## src/sv/aag_pkg.sv

```systemverilog
package aag_pkg;

	localparam int AAG_NUM_CHANNELS = 8;
	localparam int AAG_QUEUE_DEPTH  = 16;

	localparam logic [2:0]  GAIN_WIDEST = 3'd7;
	localparam logic [15:0] FS_WIDE     = 16'h7fff;
	localparam logic [15:0] FS_NARROW   = 16'h7ff0;
	localparam logic [15:0] CODE_MIN    = 16'h8000;

	// full scale is 256000 uV times a per-gain factor
	// positive: x * 16000 / 2047, negative: x * 125 / 16, with x = |code| * factor
	localparam logic [10:0] DIV_2047   = 11'd2047;
	localparam logic [20:0] RECIP_2047 = 21'd1049088;	// floor(2^31 / 2047)
	localparam logic [13:0] POS_SCALE  = 14'd16000;
	localparam logic [6:0]  NEG_SCALE  = 7'd125;

	typedef struct packed {
		logic        func;
		logic [15:0] sample_bytes;
	} cmd_t;

	typedef struct packed {
		logic [2:0]         set_channel;
		logic [2:0]         set_gain;
		logic               conversion_wanted;
		logic               reading_valid;
		logic [2:0]         reading_channel;
		logic [2:0]         reading_gain;
		logic signed [15:0] reading_code;
		logic signed [23:0] reading_microvolts;
		logic               wide_converter;
		logic               sweep_done;
	} res_t;

	// decided result plus operands for the voltage scaler
	typedef struct packed {
		res_t        res;
		logic [15:0] mag;
		logic [4:0]  mult;
		logic        neg;
	} s1_t;

	function automatic logic [4:0] gain_mult(input logic [2:0] gain);
		logic [4:0] m;
		case (gain)
			3'd0:    m = 5'd24;
			3'd1:    m = 5'd16;
			3'd2:    m = 5'd8;
			3'd3:    m = 5'd4;
			3'd4:    m = 5'd2;
			default: m = 5'd1;
		endcase
		return m;
	endfunction

endpackage

```

## src/sv/aag_ctrl.sv

```systemverilog
module aag_ctrl
	import aag_pkg::*;
#(
	parameter int NUM_CHANNELS = AAG_NUM_CHANNELS
) (
	input  logic clk,
	input  logic arst_n,
	input  logic take,
	input  cmd_t cmd,
	output logic s1_valid,
	output s1_t  s1
);

	localparam logic [2:0] LAST_CH = 3'(NUM_CHANNELS - 1);

	logic [2:0]  chan_q, gain_q;
	logic        seen_q, active_q;
	logic [2:0]  chan_d, gain_d;
	logic        seen_d, active_d, seen_upd;
	logic [15:0] raw, limit;
	logic        over;
	s1_t         nxt;
	logic        valid_s1;
	s1_t         data_s1;

	always_comb begin
		raw      = {cmd.sample_bytes[7:0], cmd.sample_bytes[15:8]};
		seen_upd = seen_q | (raw[3:0] != 4'd0);
		limit    = seen_upd ? FS_WIDE : FS_NARROW;
		over     = (raw == limit) || (raw == CODE_MIN);

		chan_d   = chan_q;
		gain_d   = gain_q;
		seen_d   = seen_q;
		active_d = active_q;

		nxt                 = '0;
		nxt.res.set_channel = chan_q;
		nxt.res.set_gain    = gain_q;

		if (!cmd.func) begin
			chan_d   = '0;
			gain_d   = GAIN_WIDEST;
			active_d = 1'b1;
			nxt.res.set_channel       = '0;
			nxt.res.set_gain          = GAIN_WIDEST;
			nxt.res.conversion_wanted = 1'b1;
		end else if (active_q) begin
			seen_d = seen_upd;
			if (over && gain_q != 3'd0) begin
				// overrange: retry same channel one step down
				gain_d = gain_q - 3'd1;
				nxt.res.set_gain          = gain_d;
				nxt.res.conversion_wanted = 1'b1;
			end else begin
				nxt.res.reading_valid   = 1'b1;
				nxt.res.reading_channel = chan_q;
				nxt.res.reading_gain    = gain_q;
				nxt.res.reading_code    = signed'(raw);
				nxt.neg  = raw[15];
				nxt.mag  = raw[15] ? (~raw + 16'd1) : raw;
				nxt.mult = gain_mult(gain_q);
				gain_d   = GAIN_WIDEST;
				nxt.res.set_gain = GAIN_WIDEST;
				if (chan_q == LAST_CH) begin
					chan_d   = '0;
					active_d = 1'b0;
					nxt.res.set_channel = '0;
					nxt.res.sweep_done  = 1'b1;
				end else begin
					chan_d = chan_q + 3'd1;
					nxt.res.set_channel       = chan_d;
					nxt.res.conversion_wanted = 1'b1;
				end
			end
		end
		nxt.res.wide_converter = seen_d;
	end

	always_ff @(posedge clk or negedge arst_n) begin
		if (!arst_n) begin
			chan_q   <= '0;
			gain_q   <= GAIN_WIDEST;
			seen_q   <= 1'b0;
			active_q <= 1'b0;
			valid_s1 <= 1'b0;
		end else begin
			valid_s1 <= take;
			if (take) begin
				chan_q   <= chan_d;
				gain_q   <= gain_d;
				seen_q   <= seen_d;
				active_q <= active_d;
			end
		end
	end

	always_ff @(posedge clk) begin
		if (take) begin
			data_s1 <= nxt;
		end
	end

	assign s1_valid = valid_s1;
	assign s1       = data_s1;

	a_idle_home: assert property (@(posedge clk) disable iff (!arst_n)
		!active_q |-> (chan_q == 3'd0 && gain_q == GAIN_WIDEST))
		else $error("idle sweep state not at channel 0, widest gain");

	a_flag_sticky: assert property (@(posedge clk) disable iff (!arst_n)
		seen_q |=> seen_q)
		else $error("16-bit converter flag cleared without reset");

	a_start: assert property (@(posedge clk) disable iff (!arst_n)
		(take && !cmd.func) |=> (active_q && chan_q == 3'd0 && gain_q == GAIN_WIDEST))
		else $error("start did not restart the sweep");

endmodule

```

## src/sv/aag_scale.sv

```systemverilog
module aag_scale
	import aag_pkg::*;
(
	input  logic clk,
	input  logic arst_n,
	input  logic s1_valid,
	input  s1_t  s1,
	output logic done_valid,
	output res_t done
);

	logic [8:2]  v_s;

	res_t        res_s2, res_s3, res_s4, res_s5, res_s6, res_s7, res_s8;
	logic        neg_s2, neg_s3, neg_s4, neg_s5, neg_s6, neg_s7, neg_s8;
	logic [19:0] x_s2, x_s3;
	logic [8:0]  qe_s3, qe_s4, q_s5;
	logic [22:0] nm_s3, nm_s4, nm_s5, nm_s6, nm_s7, nm_s8;
	logic [11:0] r0_s4, rr_s8;
	logic [10:0] r_s5;
	logic [24:0] t_s6, t_s7;
	logic [22:0] qk_s6, qk_s7, qk_s8;
	logic [13:0] te_s7, te_s8;

	logic [20:0] xp;
	logic [40:0] qp;
	logic [26:0] np;
	logic [19:0] r0w;
	logic        ge5;
	logic [45:0] tp;
	logic [24:0] rrw;
	logic [13:0] tt;
	logic [22:0] mag;
	logic signed [23:0] uv;

	always_comb begin
		xp  = 21'(s1.mag) * 21'(s1.mult);
		qp  = 41'(x_s2) * 41'(RECIP_2047);
		np  = 27'(x_s2) * 27'(NEG_SCALE);
		r0w = x_s3 - 20'(qe_s3) * 20'(DIV_2047);
		ge5 = r0_s4 >= 12'(DIV_2047);
		tp  = 46'(t_s6) * 46'(RECIP_2047);
		rrw = t_s7 - 25'(te_s7) * 25'(DIV_2047);
		// reciprocal estimate is low by at most one
		tt  = te_s8 + 14'(rr_s8 >= 12'(DIV_2047));
		mag = neg_s8 ? nm_s8 : (qk_s8 + 23'(tt));
		uv  = neg_s8 ? -signed'({1'b0, mag}) : signed'({1'b0, mag});
		done = res_s8;
		done.reading_microvolts = uv;
	end

	always_ff @(posedge clk or negedge arst_n) begin
		if (!arst_n) begin
			v_s <= '0;
		end else begin
			v_s <= {v_s[7:2], s1_valid};
		end
	end

	always_ff @(posedge clk) begin
		res_s2 <= s1.res;
		neg_s2 <= s1.neg;
		x_s2   <= xp[19:0];

		res_s3 <= res_s2;
		neg_s3 <= neg_s2;
		x_s3   <= x_s2;
		qe_s3  <= qp[39:31];
		nm_s3  <= np[26:4];

		res_s4 <= res_s3;
		neg_s4 <= neg_s3;
		qe_s4  <= qe_s3;
		nm_s4  <= nm_s3;
		r0_s4  <= r0w[11:0];

		res_s5 <= res_s4;
		neg_s5 <= neg_s4;
		nm_s5  <= nm_s4;
		q_s5   <= qe_s4 + 9'(ge5);
		r_s5   <= ge5 ? 11'(r0_s4 - 12'(DIV_2047)) : r0_s4[10:0];

		res_s6 <= res_s5;
		neg_s6 <= neg_s5;
		nm_s6  <= nm_s5;
		t_s6   <= 25'(r_s5) * 25'(POS_SCALE);
		qk_s6  <= 23'(q_s5) * 23'(POS_SCALE);

		res_s7 <= res_s6;
		neg_s7 <= neg_s6;
		nm_s7  <= nm_s6;
		t_s7   <= t_s6;
		qk_s7  <= qk_s6;
		te_s7  <= tp[44:31];

		res_s8 <= res_s7;
		neg_s8 <= neg_s7;
		nm_s8  <= nm_s7;
		qk_s8  <= qk_s7;
		te_s8  <= te_s7;
		rr_s8  <= rrw[11:0];
	end

	assign done_valid = v_s[8];

endmodule

```

## src/sv/aag_fifo.sv

```systemverilog
module aag_fifo
	import aag_pkg::*;
#(
	parameter int DEPTH = AAG_QUEUE_DEPTH
) (
	input  logic clk,
	input  logic arst_n,
	input  logic wr_en,
	input  res_t wr_data,
	output logic rd_valid,
	input  logic rd_stall,
	output res_t rd_data
);

	localparam int PW = $clog2(DEPTH);
	localparam int CW = $clog2(DEPTH + 1);

	res_t          mem_q [DEPTH];
	logic [PW-1:0] wr_ptr_q, rd_ptr_q;
	logic [CW-1:0] count_q;
	logic          pop;

	assign rd_valid = (count_q != '0);
	assign rd_data  = mem_q[rd_ptr_q];
	assign pop      = rd_valid && !rd_stall;

	always_ff @(posedge clk or negedge arst_n) begin
		if (!arst_n) begin
			wr_ptr_q <= '0;
			rd_ptr_q <= '0;
			count_q  <= '0;
		end else begin
			if (wr_en) begin
				wr_ptr_q <= (wr_ptr_q == PW'(DEPTH - 1)) ? '0 : wr_ptr_q + PW'(1);
			end
			if (pop) begin
				rd_ptr_q <= (rd_ptr_q == PW'(DEPTH - 1)) ? '0 : rd_ptr_q + PW'(1);
			end
			if (wr_en && !pop) begin
				count_q <= count_q + CW'(1);
			end else if (pop && !wr_en) begin
				count_q <= count_q - CW'(1);
			end
		end
	end

	always_ff @(posedge clk) begin
		if (wr_en) begin
			mem_q[wr_ptr_q] <= wr_data;
		end
	end

	a_no_overflow: assert property (@(posedge clk) disable iff (!arst_n)
		wr_en |-> ((count_q != CW'(DEPTH)) || pop))
		else $error("result queue overflow");

	a_ptr_track: assert property (@(posedge clk) disable iff (!arst_n)
		(count_q == '0) |-> (wr_ptr_q == rd_ptr_q))
		else $error("empty queue with mismatched pointers");

endmodule

```

## src/sv/adc_autorange_gain_sweep.sv

```systemverilog
// channel | valid     | stall     | payload
// cmd     | cmd_valid | cmd_stall | cmd (cmd_t: func, sample_bytes)
// res     | res_valid | res_stall | res (res_t: settings, reading, flags)
//
// One item per cycle while cmd_stall is low; each result passes the input register,
// the voltage scaler's seven register stages and the result queue before it is offered.
// Up to QUEUE_DEPTH items may be in flight; cmd_stall rises when all credits are used.
// cmd_stall comes from a register only; res_stall reaches the command side only through credit_q.
// arst_n clears sweep state (channel 0, gain 7, 16-bit flag clear) and empties the queue.
module adc_autorange_gain_sweep
	import aag_pkg::*;
#(
	parameter int NUM_CHANNELS = AAG_NUM_CHANNELS,
	parameter int QUEUE_DEPTH  = AAG_QUEUE_DEPTH
) (
	input  logic clk,
	input  logic arst_n,
	input  logic cmd_valid,
	output logic cmd_stall,
	input  cmd_t cmd,
	output logic res_valid,
	input  logic res_stall,
	output res_t res
);

	localparam int CW = $clog2(QUEUE_DEPTH + 1);

	logic          take, give;
	logic          s1_valid, done_valid;
	s1_t           s1;
	res_t          done;
	logic [CW-1:0] credit_q;

	assign cmd_stall = (credit_q == CW'(QUEUE_DEPTH));
	assign take      = cmd_valid && !cmd_stall;
	assign give      = res_valid && !res_stall;

	// items in flight: input register, scaler stages plus queue
	always_ff @(posedge clk or negedge arst_n) begin
		if (!arst_n) begin
			credit_q <= '0;
		end else if (take && !give) begin
			credit_q <= credit_q + CW'(1);
		end else if (give && !take) begin
			credit_q <= credit_q - CW'(1);
		end
	end

	aag_ctrl #(
		.NUM_CHANNELS(NUM_CHANNELS)
	) u_ctrl (
		.clk     (clk),
		.arst_n  (arst_n),
		.take    (take),
		.cmd     (cmd),
		.s1_valid(s1_valid),
		.s1      (s1)
	);

	aag_scale u_scale (
		.clk       (clk),
		.arst_n    (arst_n),
		.s1_valid  (s1_valid),
		.s1        (s1),
		.done_valid(done_valid),
		.done      (done)
	);

	aag_fifo #(
		.DEPTH(QUEUE_DEPTH)
	) u_fifo (
		.clk     (clk),
		.arst_n  (arst_n),
		.wr_en   (done_valid),
		.wr_data (done),
		.rd_valid(res_valid),
		.rd_stall(res_stall),
		.rd_data (res)
	);

	a_credit_cover: assert property (@(posedge clk) disable iff (!arst_n)
		(res_valid || done_valid || s1_valid) |-> (credit_q != '0))
		else $error("result in flight without a credit");

endmodule

```

## config.mk

```make
export PLATFORM = sky130hd
export DESIGN_NAME = adc_autorange_gain_sweep
export DESIGN_NICKNAME = d
export VERILOG_FILES = /design/src/sv/aag_pkg.sv /design/src/sv/aag_ctrl.sv /design/src/sv/aag_scale.sv /design/src/sv/aag_fifo.sv /design/src/sv/adc_autorange_gain_sweep.sv
export SDC_FILE = /design/constraint.sdc
export NUM_CORES = 2
export LEC_CHECK = 0
export ABC_AREA = 0
export BUFFER_PORTS_ARGS = -buffer_cell sky130_fd_sc_hd__clkbuf_2
export CAP_MARGIN = 15
export CORE_UTILIZATION = 61
export DETAILED_ROUTE_END_ITERATION = 8
export GPL_ROUTABILITY_DRIVEN = 0
export GPL_TIMING_DRIVEN = 0
export HOLD_SLACK_MARGIN = 0.06
export PLACE_DENSITY_LB_ADDON = 0.15
export SLEW_MARGIN = 5
export SYNTH_ARGS = -nofsm -noshare
export SYNTH_HDL_FRONTEND = slang
export SYNTH_SLANG_ARGS = --single-unit
```

## constraint.sdc

```tcl
create_clock -name clk -period 10.7 [get_ports clk]
set_input_delay 1.07 -clock clk [delete_from_list [all_inputs] [get_ports clk]]
set_output_delay 1.07 -clock clk [all_outputs]
set_load 0.03 [all_outputs]
```

* After elaboration in Yosys (flattened, before gate mapping)
Memories as Yosys holds them, arrays and structs flattened.
Index checks and enable logic that the tools add are counted.
** Word-level totals
- Bits in writable memories :: 896
- Memories kept :: 1
- Output and inout port bits :: 58
- Input port bits :: 21
- Flip-flop bits (word level) :: 650
- Word-level logic and storage cells :: 211
** Memory list
- u_fifo.mem_q :: depth 16, bits a word 56, read ports 1, clocked after Yosys merged registers in 0, write ports 1, line aag_fifo.sv:18 : res_t mem_q [DEPTH];
** Operators by class
- Add/sub/neg operators :: 16
- Bitwise logic cells :: 5
- Eq/ne operators :: 11
- $mul :: 8
- Reductions and logical operators :: 23
- Mux-type cells :: 31
- Order comparisons :: 2
** Operators with widths (number)
- $mux 23 :: 2
- $mul 20x12->31 const B :: 1
- $mux 30 :: 1
- $mul 18x12->29 const B :: 1
- $mul 20x7->27 const B :: 1
- $pmux 5 s5 :: 1
- $ge 12x11->1 const B :: 2
- $mux 24 :: 1
- $neg 23->24 :: 1
- $sub 12x12->12 :: 2
- $add 23x14->23 :: 1
- $mux 3 :: 7
- $mul 16x5->20 :: 1
- $mux 5 :: 4
- $mul 11x7->18 const B :: 1
- $add 16x1->16 const B :: 1
- $eq 16x16->1 :: 1
- $eq 16x16->1 const B :: 1
- $mul 9x7->16 const B :: 1
- $mux 4 :: 4
- $not 16->16 :: 1
- $mux 15 :: 1
- $add 14x1->14 :: 1
- $mul 14x11->12 const B :: 1
- other kinds (29) :: 57

* Logic depth before layout (Yosys ltp)
- Depth in word-level cells :: 9
- Gate-level depth with buffers :: 18

* By module
From an unflattened synthesis, not the netlist that was laid out.
** Second synthesis, totals
- Cells, all modules :: 3903
- Area, all modules :: 63678.6 um^2
** Modules (own cells, without submodules)
- aag_fifo :: instances 1, area an instance 34302.9 um^2, sequential area each 27231.1 um^2, cells an instance 1474
- aag_scale :: instances 1, area an instance 25822.3 um^2, sequential area each 11405.9 um^2, cells an instance 2125
- aag_ctrl :: instances 1, area an instance 3148.0 um^2, sequential area each 1790.5 um^2, cells an instance 262
- adc_autorange_gain_sweep :: instances 1, area an instance 405.4 um^2, sequential area each 125.1 um^2, cells an instance 42

* Worst setup path before layout
OpenSTA, ideal clock, no wires.
- Path kind :: flip-flop to flip-flop
- Start :: register u_scale.x_s2[2]
- End :: register u_scale.nm_s3[21]
- Clock period less this slack :: 4748 ps
- Arrival time :: 4614 ps
- Slack :: 5952 ps
- Path buffers :: 0
- Required time :: 10565 ps
- Setup time :: 135 ps
- Cell stages (with the launch flop) :: 16
- Cell sequence :: dfxtp_1 > fa_1 > inv_1 > fa_1 > fa_1 > inv_1 > fa_1 > ha_1 > o21a_1 > a2111oi_0 > nor3_1 > o21bai_1 > a31oi_1 > o41ai_1 > mux2i_1 > o2111ai_1
** Between the ends
- Cells in the longest elaborated chain, start to end :: 1
** RTL lines
- start, declared :: line aag_scale.sv:16 : logic [19:0] x_s2, x_s3;
- start signal, assigned :: line aag_scale.sv:63 : x_s2 <= xp[19:0];
- $mul 20x7->27 :: line aag_scale.sv:39 : np = 27'(x_s2) * 27'(NEG_SCALE);
- net u_scale.np[25] :: line aag_scale.sv:27 : logic [26:0] np;
- end signal, assigned :: line aag_scale.sv:69 : nm_s3 <= np[26:4];
- end, declared :: line aag_scale.sv:18 : logic [22:0] nm_s3, nm_s4, nm_s5, nm_s6, nm_s7, nm_s8;
The timed path passes the listed nets, and every way through them passes these cells.
A chain may end at the register's enable or synchronous reset.

==> results.md <==
- Status: finished, final reports clean
- Part of the cycle the worst path needs: 54.5%
- Worst hold endpoint: u_scale.nm_s8[20]
- Met2 Usage GRT: 41.7%
- Synthesis warning total: 0
- Die X-Extent: 325 microns
- R2r endpoint: u_scale.nm_s3[21]
- Core area: 0.103 sq mm
- Worst Setup SP: u_fifo.rd_ptr_q[0]
- Commonest cells after routing, fill and taps aside: 948 x edfxtp_1, 554 x dfxtp_1, 306 x ha_1
- WP data arrival: 4.77 ns
- Non-Filler Instances: 5915
- Crit-path max FO: 10
- Seq/Total Area, Yosys: 63.4%
- Total grt overflow: 0
- Synth Register Bits: 1536
- Hold Worst Slack: 0.313 ns
- Final worst path period need: 5.84 ns
- CP required: 9.63 ns
- Largest area contributor in the netlist: edfxtp_1
- DR vias: 34300
- RSZ-0062 raised after global routing: false
- Dpl hpwl: 85400 microns
- Worst-Skew Late Latency: 0.76 ns
- Number of buffers added on ports: 77
- Yosys cell types: 77
- Slew margin rel.: 26.4%
- Vias per cell: 5.79
- Clock Path Buffers: 3
- DR pass1 iterations: 6
- Clock sinks: 1536
- Die Ht: 325 microns
- I/O pins: 79
- Post-cts sizing count: 0
- Async set-reset flop share out of synthesis: 2.21%
- Final nets: 4975
- Residual DRC: 0
- Post CTS Setup Buffer Count: 0
- CTS tree: yes
- Achievable Freq: 0.171 GHz
- Ys flop type: edfxtp_1
- Critical path class: register to output port
- Setup Skew: 0.0340 ns
- Flop2flop setup slack: 5.28 ns
- Final setup viols: 0
- Reg-to-reg critical path startpoint: u_scale.x_s2[2]
- TNS Setup: 0 ns
- CTS Hold Buffers Added: 0
- Gr usage total: 25.0%
- DIE AREA: 0.106 sq mm
- Mapped Cells: 4147
- Root buffer cell: clkbuf_16
- GR peak layer: met2
- M1 GR Usage: 33.7%
- Synthesized cell area: 0.0637 sq mm
- Endpoint class of the critical path: output port
- Slew Viols, Final: 0
- Synthesis-to-layout area growth: 12.5%
- EDFF count, synth: 948
- Htree depth: 4
- Initial antenna violation count: 8
- Initial DRC Count: 3142
- Final Util: 69.3%
- Antenna-violating nets left: 0
- Largest net degree at the start of global routing: 45
- Most common library cell in the layout ignoring fill and taps: edfxtp_1
- Hold Crit Class: register to register
- Syn_nets: 4712
- Met3 Usage GRT: 4.21%
- Synthesized area per cell: 15.4 sq um
- # rows: 118
- Largest cells by area after synthesis: edfxtp_1 45%, dfxtp_1 17%, fa_1 7.5%
- Post-placement cell count: 5632
- Vias in the first global route: 34800
- Final WL: 131000 microns
- Hold depth: 0
- Drt wl/cell: 22.1 microns
- Crit start category: register
- Reg clk slew, reported paths: 0.06 ns
- Top-area cell type share of the netlist area: 44.7%
- First-pass GRT wire length: 200000 microns
- Final Hold Vio Count: 0
- Min-delay src: u_scale.nm_s7[20]
- Worst reg-to-reg path cell count: 15
- Max-cap check violation count: 0
- Total CTS buffers: 150
- Slew @ Worst Pin: 1.10 ns
- Share of cells above drive strength 1: 12.8%
- Starting Density: 61.6%
critical path: stages (launching register included):
cell and delay (ns):
dfrtp_1 0.35, clkbuf_1 0.50, clkbuf_1 0.56, clkbuf_1 0.80, buf_1 0.78, mux2i_1 0.18
a21oi_1 0.36, o21ai_0 0.14, nand2_1 0.12, clkbuf_2 0.21
per-layer routing:
layer,vias up,share of wire [%]
met5,-,0
met4,0,2.7
met3,221,6.6
met2,1083,49
met1,17300,42
li1,15700,-
synth_stat cells (7+ instances only):
library cell and count:
a221oi_1 58, a21oi_1 120, nand3_1 26, a22oi_1 59, nor2b_1 16, fa_1 238
edfxtp_1 948, buf_2 9, and2_1 80, xnor2_1 156, dfrtp_1 31, xor2_1 60
nor4_1 7, or3_1 9, mux4_2 112, mux2i_1 175, nand4_1 25, nor2_1 126
o21a_1 11, dfxtp_1 554, nand2b_1 10, mux2_2 68, nand2_1 174, buf_1 26
o21ai_0 173, nor3_1 36, and3_1 22, clkbuf_1 85, a21o_1 29, a31o_2 8
a31oi_1 12, inv_1 263, o21bai_1 11, ha_1 306
area by class of cell:
type / count / area, sq um
multi-input combinational: 2228 / 21900
buffer: 120 / 462
sequential: 1536 / 40400
tap: 1380 / 1730
clock buffer: 208 / 4310
fill: 6777 / 31800
antenna: 2 / 5.00
clock inverter: 67 / 908
inverter: 263 / 987
timing repair buffer: 111 / 1000
registers in the layout, summed over array words and instances, names as in the netlist, 16 cells and up:
signal / count
u_fifo.mem_q: 896
u_scale.nm_s4: 23
u_scale.res_s7: 31
u_scale.nm_s5: 23
u_scale.nm_s6: 23
u_scale.qk_s6: 16
u_scale.t_s6: 18
u_scale.x_s2: 20
u_scale.nm_s3: 23
u_scale.nm_s7: 23
u_ctrl.s1: 52
u_scale.qk_s8: 16
u_scale.res_s6: 31
u_scale.qk_s7: 16
u_scale.nm_s8: 23
u_scale.res_s3: 31
u_scale.res_s2: 31
u_scale.done: 31
u_scale.res_s5: 31
u_scale.res_s4: 31
logic make-up (layout without fill, tap and decap cells):
family / after synthesis / count (layout) / synth area share, %
XOR/XNOR: 216 / 216 / 2.97
adder cells (fa/ha/maj): 545 / 545 / 13.5
AO/OA/AOI/OAI: 552 / 552 / 5.63
flip-flops: 1536 / 1536 / 63.4
buffers and inverters: 383 / 769 / 2.27
other: 0 / 2 / 0
multiplexers: 355 / 355 / 7.91
AND/OR/NAND/NOR: 560 / 560 / 4.30
worst max-delay path by stage:
stage	to	slack (ns)	cells past startpoint
2_1_floorplan	u_scale.nm_s3[21]	5.95	15
3_3_place_gp	u_fifo.mem_q[8][17]	4.72	18
3_5_place_dp	u_scale.nm_s3[21]	5.32	15
4_1_cts	res[30]	4.83	9
5_1_grt	res[30]	4.68	9
6_report	res[28]	4.86	9
through the flow:
stage / setup WS [ns] / cell area, sq um
finish: 4.86 / 71700
global route: 4.68 / 71700
CTS: 4.83 / 71600
detailed placement: 5.32 / 66400
global placement: 4.72 / 65800
floorplan: 5.95 / 63700
Power is not shown: default switching activity piles up to over one toggle a cycle in this logic, so the estimate is an artifact.
